$ cat config.mk
export PLATFORM = sky130hd
export DESIGN_NAME = key_matrix_debounce_hid_report
export DESIGN_NICKNAME = d
export VERILOG_FILES = /design/src/sv/kmd_pkg.sv /design/src/sv/kmd_lane.sv /design/src/sv/kmd_merge.sv /design/src/sv/key_matrix_debounce_hid_report.sv
export SDC_FILE = /design/constraint.sdc
export NUM_CORES = 1
export LEC_CHECK = 0
export BUFFER_PORTS_ARGS = -buffer_cell sky130_fd_sc_hd__buf_4
export CELL_PAD_IN_SITES_DETAIL_PLACEMENT = 0
export CELL_PAD_IN_SITES_GLOBAL_PLACEMENT = 1
export CORE_UTILIZATION = 49
export CTS_CLUSTER_SIZE = 25
export DETAILED_ROUTE_END_ITERATION = 8
export PLACE_DENSITY_LB_ADDON = 0.08
export SYNTH_ARGS = -nofsm -noshare
export SYNTH_HDL_FRONTEND = slang
export SYNTH_SLANG_ARGS = --single-unit
$ cat constraint.sdc
create_clock -name clk -period 18.16 [get_ports clk]
set_input_delay 1.816 -clock clk [delete_from_list [all_inputs] [get_ports clk]]
set_output_delay 1.816 -clock clk [all_outputs]
set_load 0.02 [all_outputs]
$ cat src/sv/kmd_pkg.sv
// Shared constants, types and register codes for the key matrix debouncer.
`timescale 1ns / 1ps
package kmd_pkg;

  localparam int ROW_COUNT    = 4;
  localparam int COLUMN_COUNT = 3;
  localparam int SLOT_COUNT   = 6;

  localparam int MATRIX_KEYS = ROW_COUNT * COLUMN_COUNT;
  localparam int MAPPED_KEYS = 12;
  // keys past the mapped set always read released and never show
  localparam int LANE_COUNT  = (MATRIX_KEYS < MAPPED_KEYS) ? MATRIX_KEYS : MAPPED_KEYS;
  localparam int SLOT_MAX    = 6;
  localparam int RANK_W      = $clog2(LANE_COUNT + 1);

  localparam int CODE_W      = 8;
  localparam int CNT_W       = 4;
  localparam int KEYMAP_W    = MAPPED_KEYS * CODE_W;
  localparam int CFG_W       = 64;
  localparam int CFG_IDX_W   = 2;

  localparam logic [4:0] MOD_PREFIX = 5'b11100;  // upper bits of 0xE0..0xE7
  localparam logic [2:0] MOD_TOP    = 3'b111;    // 0xE0 and above

  localparam int IN_W  = 16;
  localparam int OUT_W = 72;

  typedef enum logic [CFG_IDX_W-1:0] {
    REG_KEYMAP_LOW  = 2'd0,
    REG_KEYMAP_HIGH = 2'd1,
    REG_THRESHOLD   = 2'd2
  } cfg_reg_t;

  typedef struct packed {
    logic              settled_next;
    logic              slot_req;
    logic [CODE_W-1:0] code;
    logic [7:0]        mod_mask;
  } lane_t;

  typedef struct packed {
    logic [MAPPED_KEYS-1:0]         debounced;
    logic [SLOT_MAX-1:0][CODE_W-1:0] slots;
    logic [7:0]                     modifiers;
  } report_t;

endpackage

$ cat src/sv/kmd_lane.sv
// One key lane: saturating debounce counter and keycode classification.
`timescale 1ns / 1ps
module kmd_lane
  import kmd_pkg::*;
(
  input  logic              clk,
  input  logic              rst,
  input  logic              en,
  input  logic              level,
  input  logic [CNT_W-1:0]  threshold,
  input  logic [CODE_W-1:0] code,
  output lane_t             lane
);

  logic             last_level;
  logic             settled;
  logic [CNT_W-1:0] stable_count;

  logic             last_level_next;
  logic             settled_next;
  logic [CNT_W-1:0] stable_count_next;

  always_comb begin
    last_level_next   = last_level;
    settled_next      = settled;
    stable_count_next = stable_count;
    if (level == last_level) begin
      if (stable_count < threshold) begin
        stable_count_next = stable_count + CNT_W'(1);
      end
      if (stable_count_next >= threshold) begin
        settled_next = level;
      end
    end else begin
      stable_count_next = '0;
      last_level_next   = level;
    end
  end

  always_ff @(posedge clk) begin
    if (rst) begin
      last_level   <= 1'b0;
      settled      <= 1'b0;
      stable_count <= '0;
    end else if (en) begin
      last_level   <= last_level_next;
      settled      <= settled_next;
      stable_count <= stable_count_next;
    end
  end

  // slots and modifiers use the raw level; 0xE8..0xFF set no bit and take no slot
  always_comb begin
    lane.settled_next = settled_next;
    lane.code         = code;
    lane.slot_req     = level && (code[7:5] != MOD_TOP);
    lane.mod_mask     = (level && (code[7:3] == MOD_PREFIX)) ? (8'd1 << code[2:0]) : 8'd0;
  end

endmodule

$ cat src/sv/kmd_merge.sv
// Merges the lane results: modifier OR, slot compaction, debounced vector.
`timescale 1ns / 1ps
module kmd_merge
  import kmd_pkg::*;
(
  input  lane_t   lanes [LANE_COUNT],
  output report_t report
);

  logic [LANE_COUNT-1:0] req;
  logic [RANK_W-1:0]     rank [LANE_COUNT];

  always_comb begin
    for (int k = 0; k < LANE_COUNT; k++) begin
      req[k] = lanes[k].slot_req;
    end
  end

  // rank of each lane among the requesting lanes below it
  always_comb begin
    for (int k = 0; k < LANE_COUNT; k++) begin
      rank[k] = '0;
      for (int i = 0; i < k; i++) begin
        rank[k] = rank[k] + RANK_W'(req[i]);
      end
    end
  end

  always_comb begin
    report = '0;
    for (int k = 0; k < LANE_COUNT; k++) begin
      report.modifiers    = report.modifiers | lanes[k].mod_mask;
      report.debounced[k] = lanes[k].settled_next;
      for (int j = 0; j < SLOT_COUNT; j++) begin
        if (req[k] && (rank[k] == RANK_W'(j))) begin
          report.slots[j] = report.slots[j] | lanes[k].code;
        end
      end
    end
  end

endmodule

$ cat src/sv/key_matrix_debounce_hid_report.sv
// Top level: key matrix debouncer and boot keyboard report builder.
//
// Usage:
//   s_* channel: one request per matrix scan, s_tdata[11:0] = raw_keys
//   (bit row*3+col set when pressed), upper bits zero.
//   m_* channel: one request per scan: modifier byte, six keycode slots and
//   the debounced key levels.
//   cfg_*: write-only register port; cfg_index selects keymap_low,
//   keymap_high or stable_threshold, taken on any edge with cfg_we high.
//   Write it only while no scan is in flight.
// Output: the result is registered and valid in the cycle after the scan is accepted.
// Throughput: one scan per cycle while the output is not stalled; twelve key
//   lanes run side by side and the merge logic (slot ranking and select) sits
//   before a single output register.
// Stall: with the output register full and m_tready low, s_tready drops;
//   debounce state only moves on an accepted scan, so nothing is lost.
// Reset: rst (synchronous) empties the output register, clears every key
//   counter and level, zeroes the keymap and sets the threshold to 5.
`timescale 1ns / 1ps
module key_matrix_debounce_hid_report
  import kmd_pkg::*;
(
  input  logic                 clk,
  input  logic                 rst,
  // config write port
  input  logic                 cfg_we,
  input  logic [CFG_IDX_W-1:0] cfg_index,
  input  logic [CFG_W-1:0]     cfg_data,
  // scan input
  input  logic                 s_tvalid,
  output logic                 s_tready,
  input  logic [IN_W-1:0]      s_tdata,   // [11:0] raw_keys, [15:12] zero
  // report output
  output logic                 m_tvalid,
  input  logic                 m_tready,
  output logic [OUT_W-1:0]     m_tdata    // [7:0] modifier_bits, [15:8] slot_zero,
                                          // [23:16] slot_one, [31:24] slot_two,
                                          // [39:32] slot_three, [47:40] slot_four,
                                          // [55:48] slot_five, [67:56] debounced_keys,
                                          // [71:68] zero
);

  logic [63:0]      keymap_low;
  logic [31:0]      keymap_high;
  logic [CNT_W-1:0] stable_threshold;

  logic [KEYMAP_W-1:0] keymap;
  logic                accept;
  lane_t               lanes [LANE_COUNT];
  report_t             report;
  report_t             out_report;
  logic                out_valid;

  // config registers
  always_ff @(posedge clk) begin
    if (rst) begin
      keymap_low       <= '0;
      keymap_high      <= '0;
      stable_threshold <= CNT_W'(5);
    end else if (cfg_we) begin
      unique case (cfg_index)
        REG_KEYMAP_LOW:  keymap_low       <= cfg_data;
        REG_KEYMAP_HIGH: keymap_high      <= cfg_data[31:0];
        REG_THRESHOLD:   stable_threshold <= cfg_data[CNT_W-1:0];
        default: ;  // unmapped index: ignored
      endcase
    end
  end

  assign keymap = {keymap_high, keymap_low};

  // output register frees up when empty or being drained
  assign s_tready = !out_valid || m_tready;
  assign accept   = s_tvalid && s_tready;

  // one debounce/classify lane per key
  for (genvar k = 0; k < LANE_COUNT; k++) begin : g_lane
    kmd_lane u_lane (
      .clk       (clk),
      .rst       (rst),
      .en        (accept),
      .level     (s_tdata[k]),
      .threshold (stable_threshold),
      .code      (keymap[k*CODE_W +: CODE_W]),
      .lane      (lanes[k])
    );
  end

  kmd_merge u_merge (
    .lanes  (lanes),
    .report (report)
  );

  always_ff @(posedge clk) begin
    if (rst) begin
      out_valid <= 1'b0;
    end else if (accept) begin
      out_valid <= 1'b1;
    end else if (m_tready) begin
      out_valid <= 1'b0;
    end
  end

  always_ff @(posedge clk) begin
    if (accept) begin
      out_report <= report;
    end
  end

  assign m_tvalid = out_valid;
  assign m_tdata  = {(OUT_W - $bits(report_t))'(0), out_report};

endmodule

* Yosys cells after proc, flatten, opt, wreduce, memory -nomap -nowiden
Index checks and enable logic that the tools add are counted.
** Storage, ports and cells
- Logic and storage cells :: 528
- Bits of input ports :: 87
- Memories kept :: 0
- RAM bits :: 0
- Flip-flop bits (word level) :: 241
- Output and inout port bits :: 74
- ROM bits :: 0
- Latch bits :: 0
** Operators by class
- Reductions and logical operators :: 117
- Divide/modulo/power cells :: 0
- Muxes and demuxes :: 137
- Bitwise gates (word level) :: 80
- $lt $le $gt $ge :: 24
- Add/subtract/negate cells :: 22
- Shifts and indexed selects :: 12
- Equality and inequality tests :: 88
- Multipliers :: 0
** Operator list (number)
- two-way mux 8 bit :: 75
- OR 8 bit :: 68
- two-way mux 4 bit :: 36
- left shift 1 x 3 -> 8 bit (first input constant) :: 12
- logical AND 1 bit :: 87
- == test 4 x 2 -> 1 bit (second input constant) :: 20
- == test 4 x 3 -> 1 bit (second input constant) :: 20
- == test 5 bit (second input constant) :: 12
- adder 4 x 1 -> 4 bit (second input constant) :: 12
- >= comparator 4 bit :: 12
- < comparator 4 bit :: 12
- zero test 4 bit :: 11
- == test 4 x 1 -> 1 bit (second input constant) :: 10
- adder 4 x 1 -> 4 bit :: 9
- inequality test 3 bit (second input constant) :: 12
- AND reduction 2 bit :: 15
- two-way mux 1 bit :: 26
- == test 1 bit :: 12
- inverter 1 bit :: 12
- adder 1 x 1 -> 2 bit :: 1
- == test 2 x 1 -> 1 bit (second input constant) :: 1
- == test 2 bit (second input constant) :: 1
- zero test 2 bit :: 1
- nonzero test 2 bit :: 1
- other kinds (2) :: 2

* Depth between registers and ports, before layout
Gate-level depths: netlist of the first run.
- Depth after elaboration :: 25
- Gate-level depth with buffers :: 20
- Depth with buffers taken out :: 19

* By module
A second synthesis of the first run with hierarchy kept.
** Unflattened totals
- Cell total of the unflattened synthesis :: 2300
- Area total of the unflattened synthesis :: 20134.3 um2
** By module, submodules not included
- kmd_lane :: area each 772.0 um2, cells each 100, sequential area each 120.1 um2, instances 12
- key_matrix_debounce_hid_report :: area each 6417.4 um2, cells each 476, sequential area each 4063.9 um2, instances 1
- kmd_merge :: area each 4453.0 um2, cells each 624, sequential area each 0.0 um2, instances 1

* Worst setup path after synthesis of the first run
No wires, ideal clock.
- Path kind :: in2reg
- From :: input s_tdata[0]
- To :: register out_report, in the netlist m_tdata[24], data pin
- Data required time :: 18.000 ns
- Setup time :: 0.160 ns
- Setup slack :: 10.319 ns
- Arrival time :: 7.681 ns
- Path buffers :: 1
- Stages on the path :: 20
- Cell sequence :: clkbuf_1 inv_1 a31oi_1 fa_1 ha_1 ha_1 ha_1 ha_1 ha_1 ha_1 ha_1 ha_1 ha_1 xnor2_1 xnor3_1 nor4_1 o21ai_0 mux2i_1 a22oi_1 o211ai_1
** RTL lines
- start, declared :: line key_matrix_debounce_hid_report.sv:32 : input logic [IN_W-1:0] s_tdata,
- end signal, assigned :: line key_matrix_debounce_hid_report.sv:106 : out_report <= report;
- end, declared :: line key_matrix_debounce_hid_report.sv:51 : report_t out_report;

==> flow_summary_export.csv, run 1 <==
group,metric,value,unit
status,outcome,"finished with violations",
status,violations,"design-rule violations",
critical_path,critPathKind,"input pin to flip-flop",
synthesis,muxShareOfSynthArea,1.15,%
power,powerDensity,90.8,nW/µm²
clock_tree,clk_pin_slew,60,ps
finish,fillCellCount,3107,
placement,post-dp-hpwl,44800,µm
clock_tree,cts_resized,0,
clock_tree,cts_made_buffers,27,
critical_path,crit_start,"s_tdata[0]",
sta,clock_skew,23.5,ps
critical_path,critPathRequiredTime,18540,ps
synthesis,synth-xor-area-share,4.37,%
power,power.total,1.73,mW
sta,slew_violations,0,
sta,setup_viol,0,
floorplanning,fp.dieH,188,µm
synthesis,synth_top_cells_by_count,"nand2_1, dfxtp_1, a21oi_1, clkbuf_1, ha_1",
critical_path,endpoint_kind,"flip-flop",
critical_path,reg2reg_slack,10790,ps
clock_tree,postCtsSetupBuffers,0,
grt,grtUsageTotal,33.9,%
power,max-vdd-ir-drop,0.102,mV
clock_tree,h-tree-depth,1,
grt,grt_pass1_wl,94000,µm
synthesis,netlist_top_cells_area,"dfxtp_1, edfxtp_1, ha_1, nand2_1, a21oi_1",
sta,fin_crit,8410,ps
sta,grt_setup_unrepaired,"no",
critical_path,cp-start-kind,"input pin",
synthesis,ys_ff_latch,241,
floorplanning,io_pins,161,
floorplanning,num_rows,67,
synthesis,synth_compound_area_share,26.0,%
finish,diodes,0,
routing,routed_wl,61200,µm
clock_tree,clock_sinks,241,
sta,fmax,0.119,GHz
synthesis,synth-edff-count,68,
sta,maxSlewHeadroom,12.6,%
placement,placed_area,18200,µm²
synthesis,synth_most_common_cell,"nand2_1",
grt,grt.overflow.total,0,
grt,grt_max_degree,93,
synthesis,synth_top_family_by_area,"compound AO/OA/AOI/OAI gates",
routing,antenna_left,0,
placement,dpl_worst_slack,9350,ps
finish,nets,2322,
placement,gp_congestion,1.01,
floorplanning,coreArea,33800,µm²
clock_tree,ctsRootBufferMaster,"clkbuf_16",
floorplanning,die_w,188,µm
routing,vias_per_cell,6.48,
sta,worst_pin_slew,1300,ps
finish,drive_above_1_share,12.1,%
synthesis,postSynth.asyncResetShare,0,%
synthesis,synthAdderAreaFrac,8.70,%
worst_hold_path,hp-start,"g_lane[2].u_lane.last_level$_SDFFE_PP0P_",
synthesis,syn_area,16900,µm²
synthesis,syn_avg_cell_area,8.18,µm²
worst_hold_path,hold_class,"flip-flop to flip-flop",
run,maxCapViolCount,0,
routing,wl_per_cell,23.7,µm
routing,drt_iter0_markers,2281,
grt,grt_pass1_vias,15700,
sta,fin_hold_ws,489,ps
clock_tree,cts_hold_buf,0,
finish,seq_area,5510,µm²
synthesis,synthSimpleGateAreaFrac,22.2,%
routing,dr.pass1.iters,9,
floorplanning,initial_core_util,50.0,%
grt,antenna_found_initial,0,
routing,vias,16700,
placement,port_buffers,152,
sta,worst_slack,9750,ps
sta,period_share,46.3,%
sta,fin_tns_setup,0,ps
power,cellLeakagePower,7.40,nW
synthesis,syn-instance-count,2067,
clock_tree,clk_latency,570,ps
routing,drc,1,
finish,multi_input_area,10600,µm²
finish,final_area,19100,µm²
synthesis,synthFlopType,"dfxtp_1",
clock_tree,cts_tree,"done",
clock_tree,cts_buffer_depth,3,
critical_path,cp.arrival,8790,ps
critical_path,r2r-start,"keymap_low[6]$_SDFFE_PP0P_",
synthesis,synth_seq_area_share,32.6,%
synthesis,synth_warnings,0,
critical_path,crit_fanout,11,
synthesis,synth_top_cell_area_share,20.5,%
synthesis,synthDistinctLibCells,78,
floorplanning,die_area,35300,µm²
synthesis,synth_top_cell_by_area,"dfxtp_1",
finish,syn_to_final_growth,12.9,%
sta,hold_violations,0,
==> worst max-delay path: stages <==
cell	delay, ps
buf_4	140
inv_1	80
a31oi_1	570
fa_1	660
ha_1	310
ha_1	420
ha_1	400
ha_1	380
ha_1	390
ha_1	580
ha_1	370
ha_1	410
ha_1	250
xnor2_1	240
xnor3_1	320
nor4_1	350
nand3_1	130
mux2i_1	630
a22oi_1	190
o211ai_1	150
==> power breakdown <==
group | internal, mW | switching [mW]
Combinational | 0.193 | 0.399
Clock | 0.303 | 0.225
Sequential | 0.582 | 0.0328
Total | 1.08 | 0.657
==> state kept, by name (all words and copies together) (netlist names) <==
name,cells
g_lane.u_lane.last_level,12
g_lane.u_lane.stable_count,48
keymap_high,32
m_tdata,68
g_lane.u_lane.settled,12
keymap_low,64
m_tvalid,1
stable_threshold,4
==> cell usage in the layout, fill, tap and decap left out, types with 7 or more instances in the layout <==
| cell | count |
|---|---|
| a41oi_1 | 9 |
| nor2_1 | 88 |
| nor3_1 | 47 |
| o21ai_0 | 64 |
| clkbuf_16 | 28 |
| a21oi_1 | 165 |
| nand3_1 | 57 |
| nor4_1 | 20 |
| nand2b_1 | 48 |
| nand2_1 | 377 |
| dfxtp_1 | 173 |
| o22ai_1 | 7 |
| buf_4 | 184 |
| o31ai_1 | 14 |
| ha_1 | 116 |
| a21o_1 | 51 |
| nor2b_1 | 13 |
| a22oi_1 | 52 |
| edfxtp_1 | 68 |
| xnor2_1 | 49 |
| a22o_1 | 15 |
| and3_1 | 32 |
| a221o_1 | 59 |
| nand4_1 | 25 |
| clkinv_2 | 12 |
| nor4b_1 | 10 |
| mux2_2 | 12 |
| xor2_1 | 12 |
| o221ai_1 | 24 |
| a221oi_1 | 33 |
| a222oi_1 | 28 |
| and2_1 | 7 |
| a31oi_1 | 22 |
| o211ai_1 | 36 |
| nor3b_1 | 27 |
| a211oi_1 | 8 |
| inv_1 | 46 |
==> path summary, 6_finish.rpt <==
check                                        endpoint  depth (start not counted)
min reg2reg  g_lane[2].u_lane.last_level$_SDFFE_PP0P_                          2
max                             m_tdata[30]$_DFFE_PP_                         20
min          g_lane[2].u_lane.last_level$_SDFFE_PP0P_                          2
max reg2reg                     m_tdata[30]$_DFFE_PP_                         18
==> layer usage <==
metal / track usage [%] / wire length [µm]
met5: 0 / 0
met4: 11.4 / 2280
met3: 6.42 / 6190
met2: 52.0 / 26200
met1: 47.7 / 26500
==> stage by stage <==
| step | utilization, % | cells |
|---|---|---|
| 2_1_floorplan | - | 2070 |
| 3_3_place_gp | 54.0 | 2537 |
| 3_5_place_dp | 54.0 | 2537 |
| 4_1_cts | 56.5 | 2584 |
| 5_1_grt | 56.5 | 2584 |
| 6_report | 56.5 | 2584 |
==> cell families (layout without fill, tap and decap cells) <==
kind of cell / Yosys count / in the layout
adders and majority gates: 117 / 117
muxes: 18 / 18
DFF: 241 / 241
xor gates and xnor gates: 70 / 70
AOI/OAI and AO/OA: 620 / 620
other: 1 / 4
buffers and inverters: 213 / 279
and+or+nand+nor: 787 / 787
==> area by class of cell <==
class | count | share of cell area [%]
clock buffers | 32 | 3.85
clock inverters | 15 | 0.629
inverters | 48 | 0.950
multi-input cells | 1616 | 55.6
flip-flops and latches | 241 | 28.8
well taps | 448 | 2.94
repair buffers | 184 | 7.23
Power figures use the tool's default switching activity.
==> run 2: changes to the inputs <==
- CORE_UTILIZATION: 49 -> 46
- clock period: 18.16 -> 8.6 ns (I/O delays scaled with it)
==> flow_summary_export.csv, run 2 (synthesis results as in run 1) <==
group,metric,value,unit
clock_tree,cts_resized,0,
finish,largest_reg_flops,68,
routing,routed_wl,64100,µm
grt,grt_pass1_vias,15800,
placement,placed_area,18400,µm²
critical_path,r2r_end,"m_tdata[24]$_DFFE_PP_",
clock_tree,cts_made_buffers,27,
floorplanning,coreArea,35800,µm²
routing,wl_per_cell,24.6,µm
grt,grt.met2_usage,49.9,%
critical_path,critPathKind,"input pin to flip-flop",
critical_path,r2r_cells,18,
finish,diodes,0,
worst_hold_path,hp-start,"g_lane[4].u_lane.last_level$_SDFFE_PP0P_",
floorplanning,initial_core_util,47.2,%
sta,period_share,85.3,%
worst_hold_path,hold_class,"flip-flop to flip-flop",
grt,gr-usage-met1,47.4,%
placement,gp_congestion,1.07,
grt,grt_busiest_layer,"met2",
power,power.total,3.76,mW
sta,maxSlewHeadroom,19.1,%
routing,dr.pass1.iters,7,
finish,layout_common_cells,"nand2_1, buf_4, dfxtp_1, a21oi_1, ha_1",
critical_path,cp_common_cell,"ha_1",
clock_tree,clk_latency,580,ps
finish,final_cells,2611,
floorplanning,die_area,37500,µm²
sta,grt_setup_unrepaired,"no",
sta,hold_violations,0,
power,max-vdd-ir-drop,0.139,mV
critical_path,reg2reg_slack,1330,ps
finish,fillCellCount,3359,
sta,setup_viol,0,
worst_hold_path,whs_path_depth,2,
routing,vias_per_cell,6.52,
grt,grt_max_degree,91,
critical_path,path_delay_family,"adder cells",
clock_tree,ctsRootBufferMaster,"clkbuf_16",
critical_path,worst_path_max_delay_cell,"fa_1",
sta,clock_skew,27.2,ps
power,cellLeakagePower,7.48,nW
clock_tree,cts_hold_buf,0,
placement,placedCellCount,2562,
critical_path,r2r-start,"keymap_low[6]$_SDFFE_PP0P_",
grt,grt.overflow.total,0,
placement,post-dp-hpwl,46800,µm
status,outcome,"completed",
grt,antenna_found_initial,2,
worst_hold_path,holdPathEnd,"g_lane[4].u_lane.last_level$_SDFFE_PP0P_",
clock_tree,h-tree-depth,1,
critical_path,endpoint_kind,"flip-flop",
clock_tree,cts_tree,"done",
routing,antenna_left,0,
finish,final_area,19300,µm²
clock_tree,clock_sinks,241,
routing,drt_iter0_markers,2227,
routing,drc,0,
routing,vias,17000,
grt,grtUsageTotal,33.3,%
grt,grt_pass1_wl,97300,µm
power,powerDensity,195,nW/µm²
clock_tree,cts_buffer_depth,3,
clock_tree,clk_pin_slew,60,ps
floorplanning,die_w,194,µm
run,maxCapViolCount,0,
sta,fin_tns_setup,0,ps
finish,nets,2334,
finish,drive_above_1_share,12.5,%
critical_path,cp-start-kind,"input pin",
critical_path,cp.arrival,7720,ps
floorplanning,io_pins,161,
grt,use_met3,6.56,%
sta,fin_crit,7330,ps
critical_path,critPathRequiredTime,8990,ps
critical_path,critPathMaxStageDelay,650,ps
critical_path,cp_cell_sequence,"buf_4, inv_1, a31oi_1, fa_1, ha_1, ha_1, ha_1, ha_1, ha_1, ha_1, ha_1, ha_1, ha_1, xnor2_1, xnor3_1, nor4_1, nand3_1, mux2i_1, a22oi_1, o211ai_1",
finish,layout_commonest_cell,"nand2_1",
sta,worst_pin_slew,1210,ps
floorplanning,fp.dieH,194,µm
sta,fmax,0.136,GHz
finish,syn_to_final_growth,14.0,%
critical_path,crit_fanout,11,
critical_path,crit_buf_inv,2,
placement,port_buffers,152,
clock_tree,postCtsSetupBuffers,0,
sta,slew_violations,0,
floorplanning,num_rows,69,
[run 2: cell count changes in the layout (fill, tap and decap cells not counted), sizes merged]
cell,previous run,this run
clkinv,13,8
buf,184,196
clkbuf,32,40
clkinvlp,2,1
[run 2: stage by stage]
step / setup WS (ps) / hold WS, ps / util (%)
5_1_grt: 862 / 512 / 53.8
2_1_floorplan: 1710 / 461 / -
3_5_place_dp: 828 / 484 / 51.2
4_1_cts: 1390 / 493 / 53.8
3_3_place_gp: 956 / 474 / 51.2
6_report: 1270 / 492 / 53.8
[run 2: worst max path at each step]
stage          startpoint                     to  slack (ps)  cells after the start
2_1_floorplan  s_tdata[0]  m_tdata[24]$_DFFE_PP_        1710                     20
3_3_place_gp   s_tdata[0]  m_tdata[24]$_DFFE_PP_         960                     20
3_5_place_dp   s_tdata[0]  m_tdata[24]$_DFFE_PP_         830                     20
4_1_cts        s_tdata[0]  m_tdata[24]$_DFFE_PP_        1390                     20
5_1_grt        s_tdata[0]  m_tdata[24]$_DFFE_PP_         860                     20
6_report       s_tdata[0]  m_tdata[24]$_DFFE_PP_        1270                     20
[run 2: per-layer routing]
metal	vias up	share of wire, %
li1	7879	-
met1	8073	43
met2	893	42
met3	169	11
met4	0	3.8
met5	-	0
[run 2: worst reg2reg max path, cell delays in order, from the launching register on]
cell and delay, ps:
dfxtp_1 360, a31oi_1 660, fa_1 650, ha_1 290, ha_1 420, ha_1 390, ha_1 370, ha_1 400
ha_1 550, ha_1 360, ha_1 400, ha_1 250, xnor2_1 240, xnor3_1 320, nor4_1 350, nand3_1 130
mux2i_1 590, a22oi_1 210, o211ai_1 130
[run 2: power by group]
part	internal, mW	switching [mW]
combinational	0.418	0.857
clock	0.700	0.487
sequential	1.23	0.0669
total	2.35	1.41
[run 2: cell type report]
class                           instances  area, µm²  share of cell area, %
Clock inverter                          9       82.6                  0.429
Inverter                               48        181                  0.941
Tap cell                              461        577                   2.99
Multi-Input combinational cell       1616      10600                   55.1
Sequential cell                       241       5510                   28.6
Clock buffer                           40        836                   4.34
Timing Repair Buffer                  196       1470                   7.64
